===== src/rtl/ptb_pkg.sv =====
package ptb_pkg;

   localparam int NUM_TIMERS_DEF  = 8;
   localparam int COUNT_WIDTH_DEF = 16;
   localparam int MAX_RESULTS     = 8;
   localparam int EV_W            = $clog2(MAX_RESULTS + 1);

   typedef enum logic [1:0] {
      REQ_TICK     = 2'd0,
      REQ_START    = 2'd1,
      REQ_KILL     = 2'd2,
      REQ_KILL_ALL = 2'd3
   } req_kind_type;

   typedef enum logic [1:0] {
      ST_IDLE,
      ST_KILL,
      ST_SWEEP,
      ST_FLUSH
   } state_type;

endpackage


===== src/rtl/periodic_timer_bank_top.sv =====
// Channel   Dir  Handshake            Payload
// req       in   req_tvalid/tready    tuser: request kind; tdata: id, period, link
// rsp       out  rsp_tvalid/tready    tdata: expired id; tlast: last event of a tick
//
// Start writes the entry straight from the request. Kill reads the reload, then writes it
// into the count. Kill-all and a tick with link up sweep the whole memory; the sweep waits
// while an event must go to a full result register, and a tick with events flushes the last.
// The single timer memory is swept one entry per cycle, unless such a push stall holds it.
// Reset is synchronous, active high; per-entry valid bits make every timer read
// as zero after reset, so no clearing pass is needed.
// A stalled rsp side only holds the sweep when a new event must be pushed.
module periodic_timer_bank_top #(
   parameter int NUM_TIMERS  = ptb_pkg::NUM_TIMERS_DEF,
   parameter int COUNT_WIDTH = ptb_pkg::COUNT_WIDTH_DEF
) (
   input  logic        clock,
   input  logic        reset,
   input  logic        req_tvalid,
   output logic        req_tready,
   input  logic [1:0]  req_tuser,   // [1:0] req_type
   input  logic [23:0] req_tdata,   // [2:0] timer_id, [18:3] period, [19] link_up, zero pad
   output logic        rsp_tvalid,
   input  logic        rsp_tready,
   output logic [7:0]  rsp_tdata,   // [2:0] expired_id, zero pad
   output logic        rsp_tlast    // last_of_run
);
   import ptb_pkg::*;

   localparam int IDX_W = (NUM_TIMERS > 1) ? $clog2(NUM_TIMERS) : 1;
   localparam int CNT_W = $clog2(NUM_TIMERS + 1);
   localparam int CW    = COUNT_WIDTH;

   // request fields
   req_kind_type      req_kind;
   logic [2:0]        req_id;
   logic [CW-1:0]     req_period;
   logic              req_link;
   logic              req_id_ok;
   logic [IDX_W-1:0]  req_idx;
   logic              req_fire;

   assign req_kind   = req_kind_type'(req_tuser);
   assign req_id     = req_tdata[2:0];
   assign req_period = CW'(req_tdata[18:3]);
   assign req_link   = req_tdata[19];
   assign req_id_ok  = (32'(req_id) < 32'(NUM_TIMERS));
   assign req_idx    = IDX_W'(req_id);
   assign req_fire   = req_tvalid & req_tready;

   // timer memory: {reload, count} per entry
   logic [2*CW-1:0] mem [NUM_TIMERS];
   logic [2*CW-1:0] rdata_ff;

   logic            mem_we;
   logic [IDX_W-1:0] wr_addr;
   logic [2*CW-1:0] wr_data;
   logic            rd_en;
   logic [IDX_W-1:0] rd_addr;

   always_ff @(posedge clock) begin
      if (mem_we) begin
         mem[wr_addr] <= wr_data;
      end
      if (rd_en) begin
         rdata_ff <= mem[rd_addr];
      end
   end

   // control state
   state_type         state_ff, state_in;
   logic [NUM_TIMERS-1:0] en_ff, en_in;
   logic [NUM_TIMERS-1:0] valid_ff, valid_in;
   logic [CNT_W-1:0]  rd_cnt_ff, rd_cnt_in;
   logic              s1_vld_ff, s1_vld_in;
   logic [IDX_W-1:0]  s1_idx_ff, s1_idx_in;
   logic              tick_op_ff, tick_op_in;
   logic [EV_W-1:0]   ev_cnt_ff, ev_cnt_in;
   logic              pend_vld_ff, pend_vld_in;
   logic [IDX_W-1:0]  pend_idx_ff, pend_idx_in;
   logic              out_vld_ff, out_vld_in;
   logic [2:0]        out_id_ff, out_id_in;
   logic              out_last_ff, out_last_in;

   // entry under work
   logic [CW-1:0] cur_rel, cur_cnt, base_cnt, new_cnt;
   logic          cur_en, ev_hit, need_push, out_free, stall, issue, sweep_done;

   assign cur_rel  = valid_ff[s1_idx_ff] ? rdata_ff[2*CW-1:CW] : '0;
   assign cur_cnt  = valid_ff[s1_idx_ff] ? rdata_ff[CW-1:0]    : '0;
   assign cur_en   = en_ff[s1_idx_ff];
   assign base_cnt = (cur_cnt == '0) ? cur_rel : cur_cnt;
   assign new_cnt  = (cur_en && (base_cnt != '0)) ? base_cnt - CW'(1) : base_cnt;

   // an enabled timer at zero fires, up to the per-tick event limit
   assign ev_hit    = (state_ff == ST_SWEEP) & s1_vld_ff & tick_op_ff & cur_en &
                      (cur_cnt == '0) & (ev_cnt_ff < EV_W'(MAX_RESULTS));
   assign out_free  = ~out_vld_ff | rsp_tready;
   assign need_push = ev_hit & pend_vld_ff;
   assign stall     = need_push & ~out_free;
   assign issue     = (state_ff == ST_SWEEP) & (rd_cnt_ff < CNT_W'(NUM_TIMERS)) & ~stall;
   assign sweep_done = (rd_cnt_ff == CNT_W'(NUM_TIMERS)) & ~s1_vld_ff;

   // next state
   always_comb begin
      state_in = state_ff;
      case (state_ff)
         ST_IDLE: begin
            if (req_fire) begin
               case (req_kind)
                  REQ_KILL:     state_in = req_id_ok ? ST_KILL : ST_IDLE;
                  REQ_KILL_ALL: state_in = ST_SWEEP;
                  REQ_TICK:     state_in = req_link ? ST_SWEEP : ST_IDLE;
                  default:      state_in = ST_IDLE;
               endcase
            end
         end
         ST_KILL:  state_in = ST_IDLE;
         ST_SWEEP: begin
            if (sweep_done) begin
               state_in = pend_vld_ff ? ST_FLUSH : ST_IDLE;
            end
         end
         ST_FLUSH: begin
            if (out_free) begin
               state_in = ST_IDLE;
            end
         end
         default:  state_in = ST_IDLE;
      endcase
   end

   // outputs and datapath
   always_comb begin
      req_tready  = (state_ff == ST_IDLE);
      mem_we      = 1'b0;
      wr_addr     = s1_idx_ff;
      wr_data     = {cur_rel, new_cnt};
      rd_en       = 1'b0;
      rd_addr     = rd_cnt_ff[IDX_W-1:0];
      en_in       = en_ff;
      valid_in    = valid_ff;
      rd_cnt_in   = rd_cnt_ff;
      s1_vld_in   = s1_vld_ff;
      s1_idx_in   = s1_idx_ff;
      tick_op_in  = tick_op_ff;
      ev_cnt_in   = ev_cnt_ff;
      pend_vld_in = pend_vld_ff;
      pend_idx_in = pend_idx_ff;
      out_vld_in  = out_vld_ff & ~rsp_tready;
      out_id_in   = out_id_ff;
      out_last_in = out_last_ff;

      case (state_ff)
         ST_IDLE: begin
            rd_cnt_in  = '0;
            s1_vld_in  = 1'b0;
            ev_cnt_in  = '0;
            tick_op_in = (req_kind == REQ_TICK);
            if (req_fire && req_id_ok && (req_kind == REQ_START)) begin
               mem_we            = 1'b1;
               wr_addr           = req_idx;
               wr_data           = {req_period, req_period};
               en_in[req_idx]    = 1'b1;
               valid_in[req_idx] = 1'b1;
            end
            if (req_fire && req_id_ok && (req_kind == REQ_KILL)) begin
               rd_en     = 1'b1;
               rd_addr   = req_idx;
               s1_idx_in = req_idx;
            end
         end
         ST_KILL: begin
            // copy reload into count, drop enable
            mem_we              = 1'b1;
            wr_data             = {cur_rel, cur_rel};
            en_in[s1_idx_ff]    = 1'b0;
            valid_in[s1_idx_ff] = 1'b1;
         end
         ST_SWEEP: begin
            if (s1_vld_ff && !stall) begin
               mem_we              = 1'b1;
               valid_in[s1_idx_ff] = 1'b1;
               if (!tick_op_ff) begin
                  wr_data          = {cur_rel, cur_rel};
                  en_in[s1_idx_ff] = 1'b0;
               end
               if (ev_hit) begin
                  ev_cnt_in   = ev_cnt_ff + EV_W'(1);
                  pend_vld_in = 1'b1;
                  pend_idx_in = s1_idx_ff;
               end
               if (need_push) begin
                  out_vld_in  = 1'b1;
                  out_id_in   = 3'(pend_idx_ff);
                  out_last_in = 1'b0;
               end
            end
            if (!stall) begin
               rd_en     = issue;
               s1_vld_in = issue;
               s1_idx_in = rd_cnt_ff[IDX_W-1:0];
               if (issue) begin
                  rd_cnt_in = rd_cnt_ff + CNT_W'(1);
               end
            end
         end
         ST_FLUSH: begin
            if (out_free) begin
               out_vld_in  = 1'b1;
               out_id_in   = 3'(pend_idx_ff);
               out_last_in = 1'b1;
               pend_vld_in = 1'b0;
            end
         end
         default: begin
            s1_vld_in = 1'b0;
         end
      endcase
   end

   always_ff @(posedge clock) begin
      if (reset) begin
         state_ff    <= ST_IDLE;
         en_ff       <= '0;
         valid_ff    <= '0;
         rd_cnt_ff   <= '0;
         s1_vld_ff   <= 1'b0;
         ev_cnt_ff   <= '0;
         pend_vld_ff <= 1'b0;
         out_vld_ff  <= 1'b0;
         tick_op_ff  <= 1'b0;
      end else begin
         state_ff    <= state_in;
         en_ff       <= en_in;
         valid_ff    <= valid_in;
         rd_cnt_ff   <= rd_cnt_in;
         s1_vld_ff   <= s1_vld_in;
         ev_cnt_ff   <= ev_cnt_in;
         pend_vld_ff <= pend_vld_in;
         out_vld_ff  <= out_vld_in;
         tick_op_ff  <= tick_op_in;
      end
   end

   always_ff @(posedge clock) begin
      s1_idx_ff   <= s1_idx_in;
      pend_idx_ff <= pend_idx_in;
      out_id_ff   <= out_id_in;
      out_last_ff <= out_last_in;
   end

   assign rsp_tvalid = out_vld_ff;
   assign rsp_tdata  = {5'b0, out_id_ff};
   assign rsp_tlast  = out_last_ff;

`ifndef SYNTH
   // a new request is only taken with the sweep and the held event drained
   a_idle_clean: assert property (@(posedge clock) disable iff (reset)
      req_tready |-> (!s1_vld_ff && !pend_vld_ff))
      else $error("request taken with sweep work outstanding");

   // never more events per tick than the limit
   a_ev_limit: assert property (@(posedge clock) disable iff (reset)
      ev_cnt_ff <= EV_W'(MAX_RESULTS))
      else $error("event count above limit");

   // write-back and the next read never hit the same entry
   a_no_overlap: assert property (@(posedge clock) disable iff (reset)
      (mem_we && rd_en) |-> (wr_addr != rd_addr))
      else $error("read and write of the same timer entry");
`endif

endmodule

===== config.mk =====
export PLATFORM = sky130hd
export DESIGN_NAME = periodic_timer_bank_top
export DESIGN_NICKNAME = d
export VERILOG_FILES = /design/src/rtl/ptb_pkg.sv /design/src/rtl/periodic_timer_bank_top.sv
export SDC_FILE = /design/constraint.sdc
export NUM_CORES = 1
export LEC_CHECK = 0
export ABC_AREA = 1
export BUFFER_PORTS_ARGS = -buffer_cell sky130_fd_sc_hd__buf_2
export CORE_ASPECT_RATIO = 0.8
export CORE_MARGIN = 1
export CORE_UTILIZATION = 25
export DETAILED_ROUTE_END_ITERATION = 6
export PLACE_DENSITY = 0.43
export SLEW_MARGIN = 5
export SYNTH_ARGS = -nofsm -noshare
export SYNTH_HDL_FRONTEND = slang
export SYNTH_SLANG_ARGS = --single-unit

===== constraint.sdc =====
create_clock -name clock -period 3.6 [get_ports clock]
set_input_delay 0.72 -clock clock [delete_from_list [all_inputs] [get_ports clock]]
set_output_delay 0.72 -clock clock [all_outputs]
set_load 0.05 [all_outputs]

# [Word-level counts from Yosys, hierarchy flattened]
# Memory sizes are Yosys's and may differ from the RTL's. A register that Yosys moved wholly into a read port is not among the register bits.
# Index checks and enable logic that the tools add are counted.
# Widths: inputs -> output; s select.
[totals] mem_count=1 ram_bits=256 input_bits=30 reg_bits=40 wordCells=157 out_inout_bits=11
[memory_table] name="mem" depth=8 word_bits=32 read_ports=1 rd_ports_with_merged_regs=1 wr=1 line="periodic_timer_bank_top.sv:51" text="logic [2*CW-1:0] mem [NUM_TIMERS];"
[classes] mux=69 order_cmp=6 addsub=3 n_eq_ne=18 bitwise_logic=23 n_reduce_logical=24
[ops] cell="$mux 16" count=6
[ops] cell="$pmux 32 s3" count=1
[ops] cell="$pmux 8 s3" count=2
[ops] cell="$mux 8" count=5
[ops] cell="$mux 32" count=1
[ops] cell="$mux 3" count=9
[ops] cell="$or 8x8->8" count=3
[ops] cell="$mux 1" count=20
[ops] cell="$reduce_and 3->1" count=6
[ops] cell="$logic_not 16->1" count=1
[ops] cell="$mux 4" count=4
[ops] cell="$pmux 4 s2" count=2
[ops] cell="$reduce_bool 16->1" count=1
[ops] cell="$sub 16x1->16 const B" count=1
[ops] cell="$ne 2x2->1 const B" count=7
[ops] cell="$and 1x1->1" count=12
[ops] cell="$pmux 3 s2" count=2
[ops] cell="$reduce_and 4->1" count=3
[ops] cell="$mux 2" count=5
[ops] cell="$pmux 1 s2" count=5
[ops] cell="$add 4x1->4 const B" count=2
[ops] cell="$and 8x8->8" count=1
[ops] cell="$eq 2x2->1 const B" count=4
[ops] cell="$lt 3x4->1 const B" count=2
[ops] cell="other kinds (19)" count=38

# [Longest topological paths before layout]
[depth] ltp_word=14 ltp_mapped=22 ltp_nobuf=20

# [Worst setup path after synthesis]
# Ideal clock, no wire load.
[synth_timing] kind="register to register" start="register state_ff[0]" end="memory mem[6][0] (netlist name) (enable)" arrival_time_ps=3579 synth_period_minus_slack_ps=4000 path_slack_ps=-400 setup_ps=421 stages_incl_launch_ff=9 path_buffers=0 required_ps=3179 cell_sequence="dfxtp_1 inv_1 ha_1 nand2_1 nor3_1 inv_1 o21ai_0 nand2_1 nor2_1"
[synth_lines] item="start, declared" line="periodic_timer_bank_top.sv:70" text="state_type state_ff, state_in;"
[synth_lines] item="start signal, assigned" line="periodic_timer_bank_top.sv:233" text="state_ff <= state_in;"
[synth_lines] item="$logic_not 2->1 *" line="periodic_timer_bank_top.sv:134" text="req_tready = (state_ff == ST_IDLE);"
[synth_lines] item="net req_tready" line="periodic_timer_bank_top.sv:19" text="output logic req_tready,"
[synth_lines] item="$and 1x1->1" line="periodic_timer_bank_top.sv:48" text="assign req_fire = req_tvalid & req_tready;"
[synth_lines] item="$logic_and 1x1->1" line="periodic_timer_bank_top.sv:159" text="if (req_fire && req_id_ok && (req_kind == REQ_START)) begin"
[synth_lines] item="$mux 1" line="periodic_timer_bank_top.sv:159"
[synth_lines] item="$pmux 1 s3" line="periodic_timer_bank_top.sv:153" text="case (state_ff)"
[synth_lines] item="$mux 1" line="periodic_timer_bank_top.sv:61" text="if (mem_we) begin"
[synth_lines] item="$mux 1 (implied by the code)" line="periodic_timer_bank_top.sv:62" text="mem[wr_addr] <= wr_data;"
[synth_lines] item="end, declared" line="periodic_timer_bank_top.sv:51"
# Mark *: on every way through the listed nets, which the timed path passes. The rest lies on a longest branch.

# [Worst setup path after layout]
[layout_timing] start="register s1_idx_ff[1]" end="memory mem[4][14] (netlist name), data pin"
[layout_via] elab_chain_len=12
[layout_lines] item="start, declared" line="periodic_timer_bank_top.sv:75" text="logic [IDX_W-1:0] s1_idx_ff, s1_idx_in;"
[layout_lines] item="start signal, assigned" line="periodic_timer_bank_top.sv:246" text="s1_idx_ff <= s1_idx_in;"
[layout_lines] item="branches (longest 11 deep; another with $sub 16x1->16)"
[layout_lines] item="$pmux 32 s3 *" line="periodic_timer_bank_top.sv:153"
[layout_lines] item="net wr_data[14]" line="periodic_timer_bank_top.sv:56" text="logic [2*CW-1:0] wr_data;"
# Mark *: on every way through the listed nets, which the timed path passes. The select of a mux whose other input is x is not followed.

==> out/results.md <==
| Quantity | Reported |
|---|---|
| Xor/xnor share of the synthesized area | 0.293% |
| Layout cell share with drive strength beyond 1 | 14.5% |
| Hold buffer count at CTS | 0 |
| TritonCTS Sinks | 328 |
| Pin count of the biggest net entering global routing | 69 |
| DR pass1 iterations | 5 |
| First-iteration detailed-routing DRC count | 928 |
| Total power per unit cell area | 952 mW/mm^2 |
| Worst setup endpoint | mem[4][14] |
| Total Die Area | 0.0608 mm^2 |
| Reg-to-reg setup timing slack | 0.21 ns |
| Total congestion overflow | 0 |
| Syn_area_per_cell | 10.5 um^2 |
| Setup TNS | 0 ns |
| Clock Path Buffers | 3 |
| Length in cells of the worst reg-to-reg path | 22 |
| Number of max-cap violations | 0 |
| Clock buffer count from CTS | 36 |
| Cell leakage power | 0.00625 uW |
| Final weighted congestion of routability-driven global placement | 0.956 |
| # H-tree levels | 2 |
| Floorplan die width | 275 um |
| Clock edge transition at the registers on the reported setup and hold paths | 0.06 ns |
| Type of the worst setup path | reg -> reg |
| CP Launch Point | s1_idx_ff[1] |
| Number of nets still failing antenna checks after routing | 0 |
| Post-Synth Adder-Cell Area | 0.753% |
| Pin slew with the least headroom to its limit | 1.21 ns |
| Total number of vias | 10900 |
| Antenna cell count | 0 |
| Final worst slack | 0.209 ns |
| Required arrival time at the worst endpoint | 3.88 ns |
| Final Hold Fails | 0 |
| Number of buffer cells added on primary ports | 31 |
| Simple-gate share of the synthesized area | 14.5% |
| Worst vdd rail ir drop | 433 uV |
| Maximum frequency from static timing analysis | 0.295 GHz |
| Run status | finished, final reports clean |
| TritonCTS clock tree | done |
| Std-Cell Core Area | 0.0586 mm^2 |
| Netlist Area Pre-Place | 0.0150 mm^2 |
| Shortest clock period the worst path allows after layout | 3.39 ns |
| Number of max-slew violations in the final report | 0 |
| Yosys warning total | 0 |
| Post-synthesis sequential area ratio | 63.9% |
| Element type at the critical path end | register |
| Cell count after synthesis | 1424 |
| Yosys reg bits | 328 |
| Critical path startpoint category | register |
| Crit Path Max Fanout | 24 |
| Average wire length per cell after detail routing | 19.1 um |
| Filler-free cell count of the finished design | 2292 |
| Number of antenna violations at the first check in global routing | 1 |
| Reg-to-reg endpoint | mem[4][14] |
| Post-detailed-route via-to-cell ratio | 4.76 |
| Detail Placement HPWL | 28.9 mm |
| Worst Setup Slack post-DPL | 0.115 ns |
| Synth async-reset ratio | 0% |
| Largest family of logic cells by synthesized area | compound AO/OA/AOI/OAI gates |
| Number of unique standard cell types used by synthesis | 40 |
| Initial standard-cell utilization of the core | 25.5% |
| Worst Clk Skew | 0.0189 ns |
| Tot GR Track Use | 14.5% |
| Share of synthesized area spent on multiplexers | 0% |
| Routed wire length | 43.8 mm |
| Placed instance count | 2229 |
| Hold depth | 0 |
| RSZ-0062 raised after global routing | no |
| Worst EP arrival | 3.67 ns |
| Worst hold slack | 0.426 ns |
| Cell at the root of the clock tree | sky130_fd_sc_hd__clkbuf_16 |
| Synthesized-area fraction occupied by ao, oa, aoi and oai cells | 15.7% |
| Number of global-route vias before repair | 10500 |
| Min-delay worst type | reg -> reg |
| Final net count | 1539 |
| Top-level port count | 41 |
| Relative max-transition margin | 18.4% |
| Clock latency at the later pin of the worst-skew pair | 0.53 ns |
| Top flip-flop cell by instance count after synthesis | sky130_fd_sc_hd__edfxtp_1 |
| Number of flops mapped to enable cells by yosys | 298 |
| Wire length of the first global-routing pass | 66.5 mm |
| Final number of setup-violating endpoints | 0 |
| Share of the clock period used by the worst path | 94.2% |
| Post-route DRC violation count | 0 |
| Chip Height | 221 um |
| Layout overhead on the synthesized area | 19.4% |
| Launching point of the worst reg2reg path | s1_idx_ff[1] |
| Site Rows | 79 |
-- kinds of logic after synthesis --
kind of cell,after synthesis
flip-flops,328
AND/OR/NAND/NOR,506
buffers and inverters,170
XOR/XNOR,5
AO/OA/AOI/OAI,405
other,1
adder cells (fa/ha/maj),9
-- worst min-delay path by stage --
| stage | start | end | slack [ns] |
|---|---|---|---|
| 4_1_cts | pend_idx_ff[1] | out_id_ff[1] | 0.42 |
| 2_1_floorplan | pend_idx_ff[0] | out_id_ff[0] | 0.40 |
| 5_1_grt | pend_idx_ff[1] | out_id_ff[1] | 0.44 |
| 3_3_place_gp | pend_idx_ff[1] | out_id_ff[1] | 0.40 |
| 3_5_place_dp | pend_idx_ff[1] | out_id_ff[1] | 0.41 |
| 6_report | pend_idx_ff[1] | out_id_ff[1] | 0.43 |
-- synthesized netlist by cell type, types with 2 or more instances --
cell type                  count  area share [%]
sky130_fd_sc_hd__a211oi_1      2            0.10
sky130_fd_sc_hd__a21oi_1      36             1.2
sky130_fd_sc_hd__a22o_1        3            0.18
sky130_fd_sc_hd__a31oi_1      49             2.1
sky130_fd_sc_hd__buf_2         8            0.27
sky130_fd_sc_hd__buf_4         7            0.35
sky130_fd_sc_hd__buf_6         7            0.53
sky130_fd_sc_hd__clkbuf_1     58             1.5
sky130_fd_sc_hd__dfxtp_1      30             4.0
sky130_fd_sc_hd__edfxtp_1    298              60
sky130_fd_sc_hd__ha_1          9            0.75
sky130_fd_sc_hd__inv_1        83             2.1
sky130_fd_sc_hd__inv_2         5            0.13
sky130_fd_sc_hd__nand2_1     222             5.6
sky130_fd_sc_hd__nand2_2      13            0.54
sky130_fd_sc_hd__nand3_1      66             2.2
sky130_fd_sc_hd__nand3_2       4            0.27
sky130_fd_sc_hd__nand3b_1      2            0.10
sky130_fd_sc_hd__nand4_1      13            0.54
sky130_fd_sc_hd__nor2_1      163             4.1
sky130_fd_sc_hd__nor2_2        5            0.21
sky130_fd_sc_hd__nor2_4        4            0.30
sky130_fd_sc_hd__nor3_1       10            0.33
sky130_fd_sc_hd__o211ai_2      2            0.17
sky130_fd_sc_hd__o21a_1        2            0.10
sky130_fd_sc_hd__o21ai_0     199             6.7
sky130_fd_sc_hd__o21ai_1       3            0.10
sky130_fd_sc_hd__o21ai_2       2            0.12
sky130_fd_sc_hd__o21bai_1     64             3.2
sky130_fd_sc_hd__o22ai_1      41             1.7
sky130_fd_sc_hd__xor2_1        5            0.29
-- sequential cells by signal (all words and copies together), names as in the netlist, 2 cells and up --
signal	cells
mem	256
rdata_ff	32
en_ff	8
valid_ff	8
ev_cnt_ff	4
rd_cnt_ff	4
out_id_ff	3
pend_idx_ff	3
s1_idx_ff	3
state_ff	2
-- routing by layer --
metal  vias to the layer above  track usage, %  wire length, um
met4                         0            3.83              791
met5                         -               0                0
met3                        47            2.49             2320
met2                       264            20.8            17800
li1                       5231               -                -
met1                      5377            22.2            23000
-- cell type report --
class | instances | area (um^2)
Timing Repair Buffer | 115 | 1090
Inverter | 89 | 338
Multi-Input combinational cell | 930 | 4830
Fill cell | 6058 | 40800
Clock inverter | 18 | 148
Tap cell | 769 | 962
Clock buffer | 43 | 937
Sequential cell | 328 | 9550
-- through the flow --
| step | power, uW | area [um^2] | util (%) |
|---|---|---|---|
| after global placement | 13500 | 16700 | 28.5 |
| after detailed placement | 13400 | 16700 | 28.5 |
| after floorplan | 10300 | 15000 | - |
| after CTS | 17000 | 17800 | 30.4 |
| after global routing | 18100 | 17800 | 30.5 |
| final | 17000 | 17800 | 30.5 |
-- cell usage in the layout, fill, tap and decap left out, types with 3 or more instances in the layout --
cell	synthesis	routed
sky130_fd_sc_hd__o22ai_1	41	41
sky130_fd_sc_hd__o21ai_0	199	196
sky130_fd_sc_hd__conb_1	1	5
sky130_fd_sc_hd__clkinv_2	0	9
sky130_fd_sc_hd__ha_1	9	9
sky130_fd_sc_hd__o21bai_1	64	64
sky130_fd_sc_hd__nand2_1	222	217
sky130_fd_sc_hd__buf_2	8	31
sky130_fd_sc_hd__o21ai_4	0	4
sky130_fd_sc_hd__dfxtp_1	30	30
sky130_fd_sc_hd__nor2_2	5	6
sky130_fd_sc_hd__buf_12	0	24
sky130_fd_sc_hd__o21ai_1	3	3
sky130_fd_sc_hd__inv_2	5	4
sky130_fd_sc_hd__a22o_1	3	3
sky130_fd_sc_hd__nand4_1	13	13
sky130_fd_sc_hd__a21oi_1	36	36
sky130_fd_sc_hd__nand2_2	13	16
sky130_fd_sc_hd__nor2_1	163	154
sky130_fd_sc_hd__clkbuf_1	58	6
sky130_fd_sc_hd__nand3_2	4	5
sky130_fd_sc_hd__clkinv_1	1	7
sky130_fd_sc_hd__xor2_1	5	5
sky130_fd_sc_hd__nor3_1	10	9
sky130_fd_sc_hd__inv_1	83	82
sky130_fd_sc_hd__nand3_1	66	65
sky130_fd_sc_hd__clkbuf_16	0	36
sky130_fd_sc_hd__nor2_4	4	12
sky130_fd_sc_hd__a31oi_1	49	49
sky130_fd_sc_hd__edfxtp_1	298	298
sky130_fd_sc_hd__buf_4	7	59
-- worst max-delay path, cell delays in order (launching register included) --
cell and delay [ns]:
sky130_fd_sc_hd__edfxtp_1 0.48, sky130_fd_sc_hd__inv_1 0.08, sky130_fd_sc_hd__nor2_2 0.18, sky130_fd_sc_hd__nand3_1 0.15
sky130_fd_sc_hd__nand2_4 0.19, sky130_fd_sc_hd__nor2_1 0.07, sky130_fd_sc_hd__inv_1 0.17, sky130_fd_sc_hd__buf_12 0.21
sky130_fd_sc_hd__nand2_1 0.07, sky130_fd_sc_hd__o21ai_1 0.10, sky130_fd_sc_hd__inv_1 0.08, sky130_fd_sc_hd__buf_4 0.15
sky130_fd_sc_hd__ha_1 0.25, sky130_fd_sc_hd__inv_1 0.13, sky130_fd_sc_hd__nor2_1 0.06, sky130_fd_sc_hd__buf_4 0.15
sky130_fd_sc_hd__nand2_1 0.06, sky130_fd_sc_hd__nand2_1 0.04, sky130_fd_sc_hd__nand2_1 0.06, sky130_fd_sc_hd__nand2_1 0.06
sky130_fd_sc_hd__nand3_1 0.11, sky130_fd_sc_hd__nand2_1 0.11, sky130_fd_sc_hd__buf_12 0.16
-- report_power, final --
group | leakage, uW | switching (uW) | internal (uW)
Clock | 0.000538 | 1490 | 2000
Sequential | 0.00299 | 217 | 5570
Combinational | 0.00271 | 5290 | 2420
Total | 0.00625 | 7000 | 9990
-- what timing repair did --
action / in CTS / in global routing
endpoints found under the setup margin: 0 / 199
resized for setup: 0 / 12
setup buffers: 0 / 2
Note: power is estimated with default switching activity, not from simulation.
